`config.mk`:
```
export PLATFORM = sky130hd
export DESIGN_NAME = rational_add_reduce_flat
export DESIGN_NICKNAME = d
export VERILOG_FILES = /design/src/rar_pkg.sv /design/src/rar_req_if.sv /design/src/rar_rsp_if.sv /design/src/rar_div.sv /design/src/rational_add_reduce.sv /design/src/flat_wrapper.sv
export SDC_FILE = /design/constraint.sdc
export NUM_CORES = 2
export LEC_CHECK = 0
export BUFFER_PORTS_ARGS = -buffer_cell sky130_fd_sc_hd__clkbuf_2
export CELL_PAD_IN_SITES_DETAIL_PLACEMENT = 0
export CELL_PAD_IN_SITES_GLOBAL_PLACEMENT = 1
export CORE_UTILIZATION = 40
export CTS_CLUSTER_DIAMETER = 50
export CTS_CLUSTER_SIZE = 14
export DETAILED_ROUTE_END_ITERATION = 12
export GPL_ROUTABILITY_DRIVEN = 0
export PLACE_DENSITY = 0.67
export SLEW_MARGIN = 5
export SYNTH_ARGS = -nofsm -noshare
export SYNTH_HDL_FRONTEND = slang
export SYNTH_HIERARCHICAL = 1
export SYNTH_SLANG_ARGS = --single-unit
export TNS_END_PERCENT = 20
```
`constraint.sdc`:
```
create_clock -name clock -period 13.9 [get_ports clock]
set_clock_uncertainty 0.15 [all_clocks]
set_input_delay 2.085 -clock clock [delete_from_list [all_inputs] [get_ports clock]]
set_output_delay 2.085 -clock clock [all_outputs]
set_load 0.005 [all_outputs]
```
`src/rar_pkg.sv`:
```
// ---------------------------------------------------------------------------
// rar_pkg: shared definitions for the rational adder
// Widths of the fraction fields and the product path, and the request and
// response groups of the shared divide unit.
// ---------------------------------------------------------------------------
package rar_pkg;

   // Width of each incoming numerator and denominator.
   localparam int IN_WIDTH = 16;

   // Products and every value that the divide unit sees.
   localparam int PROD_W = 2 * IN_WIDTH;

   // Fixed widths of the result fields.
   localparam int SUM_NUM_W = 32;
   localparam int SUM_DEN_W = 30;

   // Working width when the result fields are formed from a product-wide value.
   localparam int EXT_W = (PROD_W > SUM_NUM_W) ? PROD_W : SUM_NUM_W;

   // Step counter of the divide unit, one quotient bit per cycle.
   localparam int DIV_CNT_W = $clog2(PROD_W);

   // Request to the divide unit.
   typedef struct packed {
      logic              start;
      logic [PROD_W-1:0] dividend;
      logic [PROD_W-1:0] divisor;
   } div_req_type;

   // Response from the divide unit.
   typedef struct packed {
      logic              done;
      logic [PROD_W-1:0] quotient;
      logic [PROD_W-1:0] remainder;
   } div_rsp_type;

endpackage

```
`src/rar_req_if.sv`:
```
// ---------------------------------------------------------------------------
// rar_req_if: request channel of the rational adder
// Carries two signed fractions with a valid/ready handshake.
// ---------------------------------------------------------------------------
interface rar_req_if import rar_pkg::*; ();

   logic                       valid;
   logic                       ready;
   logic signed [IN_WIDTH-1:0] num_a;
   logic signed [IN_WIDTH-1:0] den_a;
   logic signed [IN_WIDTH-1:0] num_b;
   logic signed [IN_WIDTH-1:0] den_b;

   modport source (output valid, output num_a, output den_a, output num_b,
                   output den_b, input ready);
   modport sink (input valid, input num_a, input den_a, input num_b,
                 input den_b, output ready);

endinterface

```
`src/rar_rsp_if.sv`:
```
// ---------------------------------------------------------------------------
// rar_rsp_if: response channel of the rational adder
// Carries the reduced sum and the error flag with a valid/ready handshake.
// ---------------------------------------------------------------------------
interface rar_rsp_if import rar_pkg::*; ();

   logic                        valid;
   logic                        ready;
   logic signed [SUM_NUM_W-1:0] sum_num;
   logic [SUM_DEN_W-1:0]        sum_den;
   logic                        bad_input;

   modport source (output valid, output sum_num, output sum_den,
                   output bad_input, input ready);
   modport sink (input valid, input sum_num, input sum_den,
                 input bad_input, output ready);

endinterface

```
`src/rar_div.sv`:
```
// ---------------------------------------------------------------------------
// rar_div: shared restoring divider
// Unsigned division of two product-wide values, one quotient bit per cycle.
// Gives quotient and remainder and pulses done in the cycle after the last step.
// ---------------------------------------------------------------------------
module rar_div import rar_pkg::*; (
   input  logic        clock,
   input  logic        reset,
   input  div_req_type div_req,
   output div_rsp_type div_rsp
);

   logic                 busy_ff, busy_in;
   logic                 done_ff, done_in;
   logic [DIV_CNT_W-1:0] cnt_ff, cnt_in;
   logic [PROD_W-1:0]    rem_ff, rem_in;
   logic [PROD_W-1:0]    quo_ff, quo_in;
   logic [PROD_W-1:0]    dsr_ff, dsr_in;
   logic [PROD_W:0]      shifted;
   logic [PROD_W:0]      trial;

   // Trial subtraction of the divisor from the shifted partial remainder.
   assign shifted = {rem_ff, quo_ff[PROD_W-1]};
   assign trial   = shifted - {1'b0, dsr_ff};

   // Step control: load on start, then one bit per cycle until the count ends.
   always_comb begin
      busy_in = busy_ff;
      done_in = 1'b0;
      cnt_in  = cnt_ff;
      rem_in  = rem_ff;
      quo_in  = quo_ff;
      dsr_in  = dsr_ff;
      if (div_req.start) begin
         busy_in = 1'b1;
         cnt_in  = '0;
         rem_in  = '0;
         quo_in  = div_req.dividend;
         dsr_in  = div_req.divisor;
      end else if (busy_ff) begin
         if (trial[PROD_W]) begin
            rem_in = shifted[PROD_W-1:0];
         end else begin
            rem_in = trial[PROD_W-1:0];
         end
         quo_in = {quo_ff[PROD_W-2:0], ~trial[PROD_W]};
         cnt_in = cnt_ff + 1'b1;
         if (cnt_ff == DIV_CNT_W'(PROD_W - 1)) begin
            busy_in = 1'b0;
            done_in = 1'b1;
         end
      end
   end

   // Control registers.
   always_ff @(posedge clock) begin
      if (reset) begin
         busy_ff <= 1'b0;
         done_ff <= 1'b0;
      end else begin
         busy_ff <= busy_in;
         done_ff <= done_in;
      end
   end

   // Datapath registers.
   always_ff @(posedge clock) begin
      cnt_ff <= cnt_in;
      rem_ff <= rem_in;
      quo_ff <= quo_in;
      dsr_ff <= dsr_in;
   end

   assign div_rsp.done      = done_ff;
   assign div_rsp.quotient  = quo_ff;
   assign div_rsp.remainder = rem_ff;

endmodule

```
`src/rational_add_reduce.sv`:
```
// ---------------------------------------------------------------------------
// rational_add_reduce: sum of two fractions in lowest terms
// Moves each sign to its numerator, cross-multiplies on one multiplier,
// finds the greatest common divisor by Euclid's algorithm on a shared divider
// and divides numerator and denominator by it.
//
//   word      direction  handshake          contents
//   req_bus   in         valid / ready      num_a, den_a, num_b, den_b
//   rsp_bus   out        valid / ready      sum_num, sum_den, bad_input
//
// Each Euclid step is one full pass of the bit-serial divider, and the
// reductions of numerator and denominator take one pass each. A zero
// denominator or a zero sum skips the divider.
// Reset is synchronous and clears the sequencer and the response valid flag.
// A new word is taken only when the sequencer is idle; a stalled response
// holds in the output register and only the final transfer waits on it.
// ---------------------------------------------------------------------------
module rational_add_reduce import rar_pkg::*; (
   input  logic      clock,
   input  logic      reset,
   rar_req_if.sink   req_bus,
   rar_rsp_if.source rsp_bus
);

   // Sequencer states.
   typedef enum logic [11:0] {
      ST_IDLE     = 12'b0000_0000_0001,
      ST_MUL_A    = 12'b0000_0000_0010,
      ST_MUL_B    = 12'b0000_0000_0100,
      ST_MUL_D    = 12'b0000_0000_1000,
      ST_SUM      = 12'b0000_0001_0000,
      ST_GCD      = 12'b0000_0010_0000,
      ST_GCD_WAIT = 12'b0000_0100_0000,
      ST_QN       = 12'b0000_1000_0000,
      ST_QN_WAIT  = 12'b0001_0000_0000,
      ST_QD       = 12'b0010_0000_0000,
      ST_QD_WAIT  = 12'b0100_0000_0000,
      ST_DONE     = 12'b1000_0000_0000
   } state_type;

   state_type state_ff, state_in;

   logic [IN_WIDTH-1:0]  na_ff, na_in, da_ff, da_in;
   logic [IN_WIDTH-1:0]  nb_ff, nb_in, db_ff, db_in;
   logic                 nega_ff, nega_in, negb_ff, negb_in;
   logic                 neg_ff, neg_in, bad_ff, bad_in;
   logic [PROD_W-1:0]    ta_ff, ta_in, tb_ff, tb_in;
   logic [PROD_W-1:0]    mag_ff, mag_in, den_ff, den_in;
   logic [PROD_W-1:0]    x_ff, x_in, y_ff, y_in;
   logic                 rsp_valid_ff, rsp_valid_in;
   logic [SUM_NUM_W-1:0] rsp_num_ff, rsp_num_in;
   logic [SUM_DEN_W-1:0] rsp_den_ff, rsp_den_in;
   logic                 rsp_bad_ff, rsp_bad_in;

   logic                 req_take;
   logic [IN_WIDTH-1:0]  abs_na, abs_da, abs_nb, abs_db;
   logic [IN_WIDTH-1:0]  mul_x, mul_y;
   logic [PROD_W-1:0]    prod;
   logic [PROD_W-1:0]    sum_ab;
   logic [PROD_W:0]      diff_ab;
   logic [PROD_W-1:0]    mag_sel;
   logic                 neg_sel;
   logic [EXT_W-1:0]     mag_ext, num_ext, den_ext;
   div_req_type          div_req;
   div_rsp_type          div_rsp;

   // Magnitudes of the incoming fields; the most negative value maps exactly.
   assign abs_na = req_bus.num_a[IN_WIDTH-1] ? (~req_bus.num_a + 1'b1) : req_bus.num_a;
   assign abs_da = req_bus.den_a[IN_WIDTH-1] ? (~req_bus.den_a + 1'b1) : req_bus.den_a;
   assign abs_nb = req_bus.num_b[IN_WIDTH-1] ? (~req_bus.num_b + 1'b1) : req_bus.num_b;
   assign abs_db = req_bus.den_b[IN_WIDTH-1] ? (~req_bus.den_b + 1'b1) : req_bus.den_b;

   assign req_bus.ready = (state_ff == ST_IDLE);
   assign req_take      = req_bus.valid && req_bus.ready;

   // The single multiplier, its operands chosen by the sequencer.
   always_comb begin
      unique case (state_ff)
         ST_MUL_A: begin
            mul_x = na_ff;
            mul_y = db_ff;
         end
         ST_MUL_B: begin
            mul_x = nb_ff;
            mul_y = da_ff;
         end
         default: begin
            mul_x = da_ff;
            mul_y = db_ff;
         end
      endcase
   end
   assign prod = mul_x * mul_y;

   // Signed sum of the two cross products as sign and magnitude.
   assign sum_ab  = ta_ff + tb_ff;
   assign diff_ab = {1'b0, ta_ff} - {1'b0, tb_ff};
   always_comb begin
      priority if (nega_ff == negb_ff) begin
         mag_sel = sum_ab;
         neg_sel = nega_ff;
      end else if (!diff_ab[PROD_W]) begin
         mag_sel = diff_ab[PROD_W-1:0];
         neg_sel = nega_ff;
      end else begin
         mag_sel = ~diff_ab[PROD_W-1:0] + 1'b1;
         neg_sel = negb_ff;
      end
   end

   // Result fields from the reduced magnitude and denominator.
   assign mag_ext = EXT_W'(mag_ff);
   assign num_ext = neg_ff ? (~mag_ext + 1'b1) : mag_ext;
   assign den_ext = EXT_W'(den_ff);

   // Requests to the shared divider: Euclid steps, then the two reductions.
   always_comb begin
      div_req.start    = 1'b0;
      div_req.dividend = x_ff;
      div_req.divisor  = y_ff;
      unique case (state_ff)
         ST_GCD: begin
            div_req.start = (y_ff != '0);
         end
         ST_QN: begin
            div_req.start    = 1'b1;
            div_req.dividend = mag_ff;
            div_req.divisor  = x_ff;
         end
         ST_QD: begin
            div_req.start    = 1'b1;
            div_req.dividend = den_ff;
            div_req.divisor  = x_ff;
         end
         default: begin
            div_req.start = 1'b0;
         end
      endcase
   end

   rar_div u_div (
      .clock   (clock),
      .reset   (reset),
      .div_req (div_req),
      .div_rsp (div_rsp)
   );

   // Sequencer and datapath next values.
   always_comb begin
      state_in     = state_ff;
      na_in        = na_ff;
      da_in        = da_ff;
      nb_in        = nb_ff;
      db_in        = db_ff;
      nega_in      = nega_ff;
      negb_in      = negb_ff;
      neg_in       = neg_ff;
      bad_in       = bad_ff;
      ta_in        = ta_ff;
      tb_in        = tb_ff;
      mag_in       = mag_ff;
      den_in       = den_ff;
      x_in         = x_ff;
      y_in         = y_ff;
      rsp_valid_in = rsp_valid_ff;
      rsp_num_in   = rsp_num_ff;
      rsp_den_in   = rsp_den_ff;
      rsp_bad_in   = rsp_bad_ff;

      // The response register empties when the sink takes the word.
      if (rsp_valid_ff && rsp_bus.ready) begin
         rsp_valid_in = 1'b0;
      end

      unique case (state_ff)
         ST_IDLE: begin
            if (req_take) begin
               na_in   = abs_na;
               da_in   = abs_da;
               nb_in   = abs_nb;
               db_in   = abs_db;
               nega_in = (req_bus.num_a[IN_WIDTH-1] ^ req_bus.den_a[IN_WIDTH-1])
                         && (abs_na != '0);
               negb_in = (req_bus.num_b[IN_WIDTH-1] ^ req_bus.den_b[IN_WIDTH-1])
                         && (abs_nb != '0);
               neg_in  = 1'b0;
               if ((abs_da == '0) || (abs_db == '0)) begin
                  // A zero denominator gives zeros and the error flag.
                  bad_in   = 1'b1;
                  mag_in   = '0;
                  den_in   = '0;
                  state_in = ST_DONE;
               end else begin
                  bad_in   = 1'b0;
                  state_in = ST_MUL_A;
               end
            end
         end
         ST_MUL_A: begin
            ta_in    = prod;
            state_in = ST_MUL_B;
         end
         ST_MUL_B: begin
            tb_in    = prod;
            state_in = ST_MUL_D;
         end
         ST_MUL_D: begin
            den_in   = prod;
            state_in = ST_SUM;
         end
         ST_SUM: begin
            neg_in = neg_sel;
            if (mag_sel == '0) begin
               // A zero sum is given as 0/1.
               mag_in   = '0;
               den_in   = {{(PROD_W-1){1'b0}}, 1'b1};
               neg_in   = 1'b0;
               state_in = ST_DONE;
            end else begin
               mag_in   = mag_sel;
               x_in     = mag_sel;
               y_in     = den_ff;
               state_in = ST_GCD;
            end
         end
         ST_GCD: begin
            // Once the remainder reaches zero, x holds the divisor.
            if (y_ff == '0) begin
               state_in = ST_QN;
            end else begin
               state_in = ST_GCD_WAIT;
            end
         end
         ST_GCD_WAIT: begin
            if (div_rsp.done) begin
               x_in     = y_ff;
               y_in     = div_rsp.remainder;
               state_in = ST_GCD;
            end
         end
         ST_QN: begin
            state_in = ST_QN_WAIT;
         end
         ST_QN_WAIT: begin
            if (div_rsp.done) begin
               mag_in   = div_rsp.quotient;
               state_in = ST_QD;
            end
         end
         ST_QD: begin
            state_in = ST_QD_WAIT;
         end
         ST_QD_WAIT: begin
            if (div_rsp.done) begin
               den_in   = div_rsp.quotient;
               state_in = ST_DONE;
            end
         end
         ST_DONE: begin
            if (!rsp_valid_ff || rsp_bus.ready) begin
               rsp_valid_in = 1'b1;
               rsp_num_in   = num_ext[SUM_NUM_W-1:0];
               rsp_den_in   = den_ext[SUM_DEN_W-1:0];
               rsp_bad_in   = bad_ff;
               state_in     = ST_IDLE;
            end
         end
         default: begin
            state_in = ST_IDLE;
         end
      endcase
   end

   // Control registers.
   always_ff @(posedge clock) begin
      if (reset) begin
         state_ff     <= ST_IDLE;
         rsp_valid_ff <= 1'b0;
      end else begin
         state_ff     <= state_in;
         rsp_valid_ff <= rsp_valid_in;
      end
   end

   // Datapath and response payload registers.
   always_ff @(posedge clock) begin
      na_ff      <= na_in;
      da_ff      <= da_in;
      nb_ff      <= nb_in;
      db_ff      <= db_in;
      nega_ff    <= nega_in;
      negb_ff    <= negb_in;
      neg_ff     <= neg_in;
      bad_ff     <= bad_in;
      ta_ff      <= ta_in;
      tb_ff      <= tb_in;
      mag_ff     <= mag_in;
      den_ff     <= den_in;
      x_ff       <= x_in;
      y_ff       <= y_in;
      rsp_num_ff <= rsp_num_in;
      rsp_den_ff <= rsp_den_in;
      rsp_bad_ff <= rsp_bad_in;
   end

   assign rsp_bus.valid     = rsp_valid_ff;
   assign rsp_bus.sum_num   = rsp_num_ff;
   assign rsp_bus.sum_den   = rsp_den_ff;
   assign rsp_bus.bad_input = rsp_bad_ff;

endmodule
```
`src/flat_wrapper.sv`:
```
// flat-port wrapper written by rule: the top's interface ports become plain ports
module rational_add_reduce_flat import rar_pkg::*;
  (clock, reset, req_bus_valid, req_bus_num_a, req_bus_den_a, req_bus_num_b, req_bus_den_b, req_bus_ready, rsp_bus_valid, rsp_bus_sum_num, rsp_bus_sum_den, rsp_bus_bad_input, rsp_bus_ready);
  rar_req_if req_bus_i ();
  rar_rsp_if rsp_bus_i ();
  input  logic clock;
  input  logic reset;
  input wire logic [$bits(req_bus_i.valid)-1:0] req_bus_valid;
  input wire logic [$bits(req_bus_i.num_a)-1:0] req_bus_num_a;
  input wire logic [$bits(req_bus_i.den_a)-1:0] req_bus_den_a;
  input wire logic [$bits(req_bus_i.num_b)-1:0] req_bus_num_b;
  input wire logic [$bits(req_bus_i.den_b)-1:0] req_bus_den_b;
  output wire logic [$bits(req_bus_i.ready)-1:0] req_bus_ready;
  output wire logic [$bits(rsp_bus_i.valid)-1:0] rsp_bus_valid;
  output wire logic [$bits(rsp_bus_i.sum_num)-1:0] rsp_bus_sum_num;
  output wire logic [$bits(rsp_bus_i.sum_den)-1:0] rsp_bus_sum_den;
  output wire logic [$bits(rsp_bus_i.bad_input)-1:0] rsp_bus_bad_input;
  input wire logic [$bits(rsp_bus_i.ready)-1:0] rsp_bus_ready;
  assign req_bus_i.valid = req_bus_valid;
  assign req_bus_i.num_a = req_bus_num_a;
  assign req_bus_i.den_a = req_bus_den_a;
  assign req_bus_i.num_b = req_bus_num_b;
  assign req_bus_i.den_b = req_bus_den_b;
  assign req_bus_ready = req_bus_i.ready;
  assign rsp_bus_valid = rsp_bus_i.valid;
  assign rsp_bus_sum_num = rsp_bus_i.sum_num;
  assign rsp_bus_sum_den = rsp_bus_i.sum_den;
  assign rsp_bus_bad_input = rsp_bus_i.bad_input;
  assign rsp_bus_i.ready = rsp_bus_ready;
  rational_add_reduce u_core (.clock(clock), .reset(reset), .req_bus(req_bus_i), .rsp_bus(rsp_bus_i));
endmodule
```
Word level (Yosys, flattened, before mapping)
Index checks and enable logic that the tools add are counted.
W data, S select, Z words.
{"block": "classes", "mul": 1, "n_reduce_logical": 28, "muxes": 49, "addsub": 10, "eq_ne": 22, "bitwise": 10}
{"operator": "$mux W32", "count": 15}
{"operator": "$pmux W12 S12", "count": 1}
{"operator": "$pmux W32 S2", "count": 2}
{"operator": "$pmux W32 S4", "count": 1}
{"operator": "$pmux W64 S2", "count": 1}
{"operator": "$pmux W32 S3", "count": 1}
{"operator": "$mux W12", "count": 7}
{"operator": "$mux W16", "count": 5}
{"operator": "$add A16 B1 Y16 const B", "count": 4}
{"operator": "$add A32 B1 Y32 const B", "count": 2}
{"operator": "$logic_not A32 Y1", "count": 2}
{"operator": "$not A16 Y16", "count": 4}
{"operator": "$not A32 Y32", "count": 2}
{"operator": "$sub A32 B32 Y33", "count": 1}
{"operator": "$sub A33 B32 Y33", "count": 1}
{"operator": "$add A32 B32 Y32", "count": 1}
{"operator": "$logic_not A16 Y1", "count": 2}
{"operator": "$mul A16 B16 Y32", "count": 1}
{"operator": "$pmux W16 S2", "count": 1}
{"operator": "$reduce_bool A16 Y1", "count": 2}
{"operator": "$reduce_bool A32 Y1", "count": 1}
{"operator": "$eq A12 B1 Y1 const B", "count": 1}
{"operator": "$eq A12 B10 Y1 const B", "count": 1}
{"operator": "$eq A12 B11 Y1 const B", "count": 1}
{"operator": "31 further kinds", "count": 60}
{"block": "totals", "wordCells": 145, "out_inout_bits": 65, "ff_bits": 439}

Depth between registers and ports, before layout
{"block": "logic_depth", "word_depth": 8, "depth_mapped": 37, "depth_no_buf": 36}

Modules after synthesis
The synthesis kept the hierarchy.
{"module": "rational_add_reduce", "cells_per_inst": 3013, "seq_area_each_um2": 9959.6, "n_inst": 1, "area_per_inst_um2": 28762.6}
{"module": "rar_div", "cells_per_inst": 599, "seq_area_each_um2": 2702.6, "n_inst": 1, "area_per_inst_um2": 6132.1}

Least setup slack after synthesis
No wires, ideal clock.
{"block": "synth_path", "kind": "register -> register", "startpoint": "reg u_core.state_ff[9]", "endpoint": "reg u_core.den_ff[30] (netlist: u_core/den_ext[30]), data pin", "setup_time_ps": 256, "n_path_buf": 2, "t_arrival_ps": 10593, "synth_period_minus_slack_ps": 11000, "path_slack_ps": 2900, "stages_incl_launch_ff": 37, "path_cell_list": "dfxtp_1 > nor2_1 > nand2_1 > nor2_1 > nand2_1 > nor3b_1 > nor2_1 > clkbuf_1 > nand2_1 > and2_1 > clkbuf_1 > nor2_1 > fa_1 > inv_1 > fa_1 > fa_1 > inv_1 > fa_1 > fa_1 > inv_1 > fa_1 > inv_1 > ha_1 > a21o_1 > a21o_1 > a21oi_1 > a21boi_0 > a21oi_1 > a21oi_1 > a41oi_1 > a211oi_1 > o21ai_0 > a21boi_0 > or4_1 > a31oi_1 > xnor2_1 > a22o_1"}
{"block": "synth_via", "elab_chain_len": 4, "elab_cells_between_ends": 10}
{"element": "from (decl)", "line": "rational_add_reduce.sv:41", "rtl": "state_type state_ff, state_in;"}
{"element": "from (signal assigned)", "line": "rational_add_reduce.sv:280", "rtl": "state_ff <= state_in;"}
{"element": "$eq A12 B3 Y1 or $eq A12 B2 Y1 (tied branches)", "line": "rational_add_reduce.sv:78", "rtl": "unique case (state_ff)"}
{"element": "$pmux W16 S2 or $mux W16 (tied branches)", "line": "rational_add_reduce.sv:78"}
{"element": "$mul A16 B16 Y32 *", "line": "rational_add_reduce.sv:93", "rtl": "assign prod = mul_x * mul_y;"}
{"element": "named net u_core.prod[30]", "line": "rational_add_reduce.sv:58", "rtl": "logic [PROD_W-1:0] prod;"}
{"element": "$pmux W32 S4 *", "line": "rational_add_reduce.sv:175", "rtl": "unique case (state_ff)"}
{"element": "named net u_core.den_in[30]", "line": "rational_add_reduce.sv:48", "rtl": "logic [PROD_W-1:0] mag_ff, mag_in, den_ff, den_in;"}
{"element": "to (signal assigned)", "line": "rational_add_reduce.sv:298", "rtl": "den_ff <= den_in;"}
{"element": "to (decl)", "line": "rational_add_reduce.sv:48"}
The timed path passes the listed nets; every way through them passes the cells marked *.
A chain may end at the register's enable or synchronous reset.

Worst setup path in the final report
{"block": "layout_path", "startpoint": "reg u_core.state_ff[0]", "endpoint": "reg u_core.den_ff[30] (netlist: u_core/den_ext[30]), data pin"}
Same word-level chain as after synthesis.

==> impl_results.md <==
- Worst Path Max Fanout: 42
- Initial core utilization: 40.66%
- Transition at the pin with the smallest max-transition slack: 1.149 ns
- Die ar.: 88420 um2
- Total of buffers placed on input and output ports: 132
- CTS-repair resized insts: 0
- Final global-route overflow total: 0
- Summed negative setup slack over all endpoints: 0 ns
- Endpoints failing setup: 0
- Worst setup path endpoint: u_core/den_ext[30]
- Proportion of register bits with asynchronous set or reset after synthesis: 0%
- # diodes: 0
- Die Width: 297.4 um
- Detailed-routing iteration count for the pre-antenna-repair pass: 5
- CTS root buffer: clkbuf_16
- Reg2reg end: u_core/den_ext[30]
- Total setup buffers inserted after CTS: 0
- Slowest cell delay on critical path: 0.96 ns
- Layout cells sized above 1: 12.17%
- Path length in cells of the critical path: 30
- Global-route wire length before repair: 162100 um
- Number of flops mapped to enable cells by yosys: 387
- CTS tree: built
- Core Footprint: 85820 um2
- Final period utilization: 70.75%
- Startpoint of the lowest-slack register-to-register path: u_core/state_ff[0]
- Remaining design rule violation count: 0
- WP data arrival: 10.09 ns
- Wire length reported by the detailed router: 104900 um
- Clock-pin slew on the worst setup and hold paths: 0.06 ns
- Synthesized flop and latch total: 439
- Vias/cell: 5.507
- Row count: 107
- Number of failing hold endpoints at the final stage: 0
- Number of levels in the clock H-tree: 2
- Outcome: finished, final reports clean
- Die outline height: 297.4 um
- Minimum setup slack in the final design: 4.066 ns
- HPWL reported at the end of detailed placement: 82850 um
- Endpoint required time on the critical path: 14.15 ns
- Final net count: 4167
- Layout-stage area growth over the synthesis result: 11.54%
- Cts hold-fix bufs: 0
- # fillers: 8291
- Maximum number of pins on one net before global-route repair: 77
- Leading register cell type out of synthesis: edfxtp_1
- Worst hold-check path type: reg2reg
- Largest area contributor in the netlist: edfxtp_1
- Setup repair after global routing missed its margin: no
- ANT nets after route: 0
- Cell at the slowest stage of the critical path: and4b_2
- Tightest hold margin: 0.2746 ns
- Inserted Clock Buffers: 60
- Global-route usage over all layers: 23.69%
- Cells after Synth: 3612
- Number of cells traversed by the worst register-to-register path: 30
- Final Max Tran Viols: 0
- Family of cells with the greatest summed delay on the critical path: adder cells
- Final critical-path required period: 9.834 ns
- Antenna violations before repair: 1
- Endpoint type of the worst setup path: flip-flop
- Number of warnings reported in the yosys synthesis log: 6
- Top-area cell type share of the netlist area: 33.30%
- Maximum operating frequency: 101.7 MHz
- Crit. Startpoint: u_core/state_ff[0]
- I/O pin total: 133
- Reported max-cap violation count: 0
- Fraction of the yosys area taken by sequential cells: 36.29%
- Clock Latency Late Sink: 0.64 ns
- Worst Path Buf+Inv: 3
- Via count of the first global-routing pass: 26.65k
- Type of origin of the critical path: flip-flop
- Critical Setup Path Class: reg2reg
- Worst path most repeated cell: fa_1
- Count of unique library cells instantiated by Yosys: 106
- Mean routed wirelength per cell: 21.46 um
- Top cells by area in the synthesized netlist: edfxtp_1 (33%), fa_1 (11%), ha_1 (7.4%)
- Placement Setup Slack: 4.049 ns
- Synthesized area: 34890 um2
- Worst slew margin: 22.59%
- Drt initial violations: 2069
- TritonCTS sink count: 439
- Mean Syn Cell Area: 9.661 um2
- Maximum number of buffers from clock root to sink: 3
- Internal reg-to-reg setup slack: 4.07 ns
- Total nets after synthesis: 4084
- Total via count in the routed design: 26.93k
worst min path at each step:
stage	start	endpoint	slack, ns	cells after the start
floorplan	u_core/bad_ff	u_core/rsp_bus.bad_input	0.25	0
global placement	u_core/bad_ff	u_core/rsp_bus.bad_input	0.25	0
detailed placement	u_core/bad_ff	u_core/rsp_bus.bad_input	0.27	0
CTS	u_core/bad_ff	u_core/rsp_bus.bad_input	0.28	0
global route	u_core/bad_ff	u_core/rsp_bus.bad_input	0.28	0
finish	u_core/bad_ff	u_core/rsp_bus.bad_input	0.27	0
cell usage in the layout (no fill, tap or decap), drive strengths merged, types with 22 or more instances in the layout:
cell	netlist	routed
o31ai	38	38
a22o	57	57
xnor2	162	162
a21oi	164	164
or4	30	30
edfxtp	387	387
ha	207	207
o21ai	149	149
nand3	42	42
nor4	45	45
a22oi	49	49
nor2	277	277
buf	29	38
a31oi	22	22
nand2b	46	46
xor2	33	33
o211ai	31	31
a21o	38	38
fa	197	197
a311oi	26	26
nand2	562	562
dfxtp	52	52
and2	29	29
inv	367	388
nor3	61	61
or3	30	30
mux2i	23	23
mux2	83	83
clkbuf	120	198
metrics by stage:
| stage | instances | utilization [%] | instance area [um2] |
|---|---|---|---|
| floorplan | 3612 | - | 34890 |
| global placement | 4777 | 42.83 | 36760 |
| detailed placement | 4777 | 42.83 | 36760 |
| CTS | 4890 | 45.36 | 38920 |
| global route | 4890 | 45.36 | 38920 |
| finish | 4890 | 45.36 | 38920 |
layer usage:
layer | track usage, % | vias up | wire [um]
li1 | - | 12860 | -
met1 | 32.32 | 13190 | 47360
met2 | 38.60 | 746 | 48520
met3 | 3.871 | 136 | 6014
met4 | 6.983 | 0 | 3041
met5 | 0 | - | 0
synthesized netlist by cell type (12+ instances only):
| cell type | instances |
|---|---|
| inv_1 | 367 |
| nor3b_1 | 15 |
| and3_1 | 17 |
| or4_1 | 28 |
| nand3_1 | 41 |
| and2_1 | 29 |
| dfxtp_1 | 52 |
| fa_1 | 197 |
| o21a_1 | 20 |
| a31oi_1 | 22 |
| buf_2 | 16 |
| a311oi_2 | 14 |
| nor3_1 | 59 |
| nor2b_1 | 18 |
| a21oi_1 | 155 |
| nand2b_1 | 46 |
| o211ai_1 | 29 |
| ha_1 | 207 |
| edfxtp_1 | 387 |
| o21ai_0 | 130 |
| xnor2_1 | 161 |
| o41ai_1 | 12 |
| nand2_1 | 551 |
| mux2_2 | 81 |
| or3_1 | 30 |
| xor2_1 | 33 |
| o21ai_1 | 15 |
| nor4_1 | 44 |
| a211oi_1 | 14 |
| o21bai_1 | 13 |
| nand4_1 | 19 |
| a311oi_1 | 12 |
| clkbuf_1 | 120 |
| a22oi_1 | 49 |
| a22o_1 | 57 |
| o31ai_1 | 35 |
| nor2_1 | 276 |
| a21o_1 | 38 |
| mux2i_1 | 22 |
flip-flops by register name, indices dropped and copies added, names as in the netlist, 5 cells and up:
register / cells
u_core/den_ext: 32
u_core/mag_ext: 32
u_core/rsp_bus.sum_num: 32
u_core/ta_ff: 32
u_core/tb_ff: 32
u_core/u_div/dsr_ff: 32
u_core/u_div/quo_ff: 32
u_core/u_div/rem_ff: 32
u_core/x_ff: 32
u_core/y_ff: 32
u_core/rsp_bus.sum_den: 30
u_core/da_ff: 16
u_core/db_ff: 16
u_core/na_ff: 16
u_core/nb_ff: 16
u_core/state_ff: 12
u_core/u_div/cnt_ff: 5
layout make-up:
cell class              count  area, um2  share of cell area [%]
repair buffers            170      945.9                   2.430
clock buffers              66       1544                   3.967
clock inverters            47      620.6                   1.594
inverters                 367       1378                   3.539
well taps                1144       1431                   3.678
multi-input cells        2657      20340                   52.26
flip-flops and latches    439      12660                   32.54
kinds of logic after synthesis:
kind of cell    synth area share, %
mux                           3.374
simple gates                  16.53
flops                         36.29
xor+xnor                      4.916
fa+ha+maj                     18.72
compound gates                14.40
buf+inv                       5.769
Power is not shown: default switching activity piles up to over one toggle a cycle in this logic, so the estimate is an artifact.
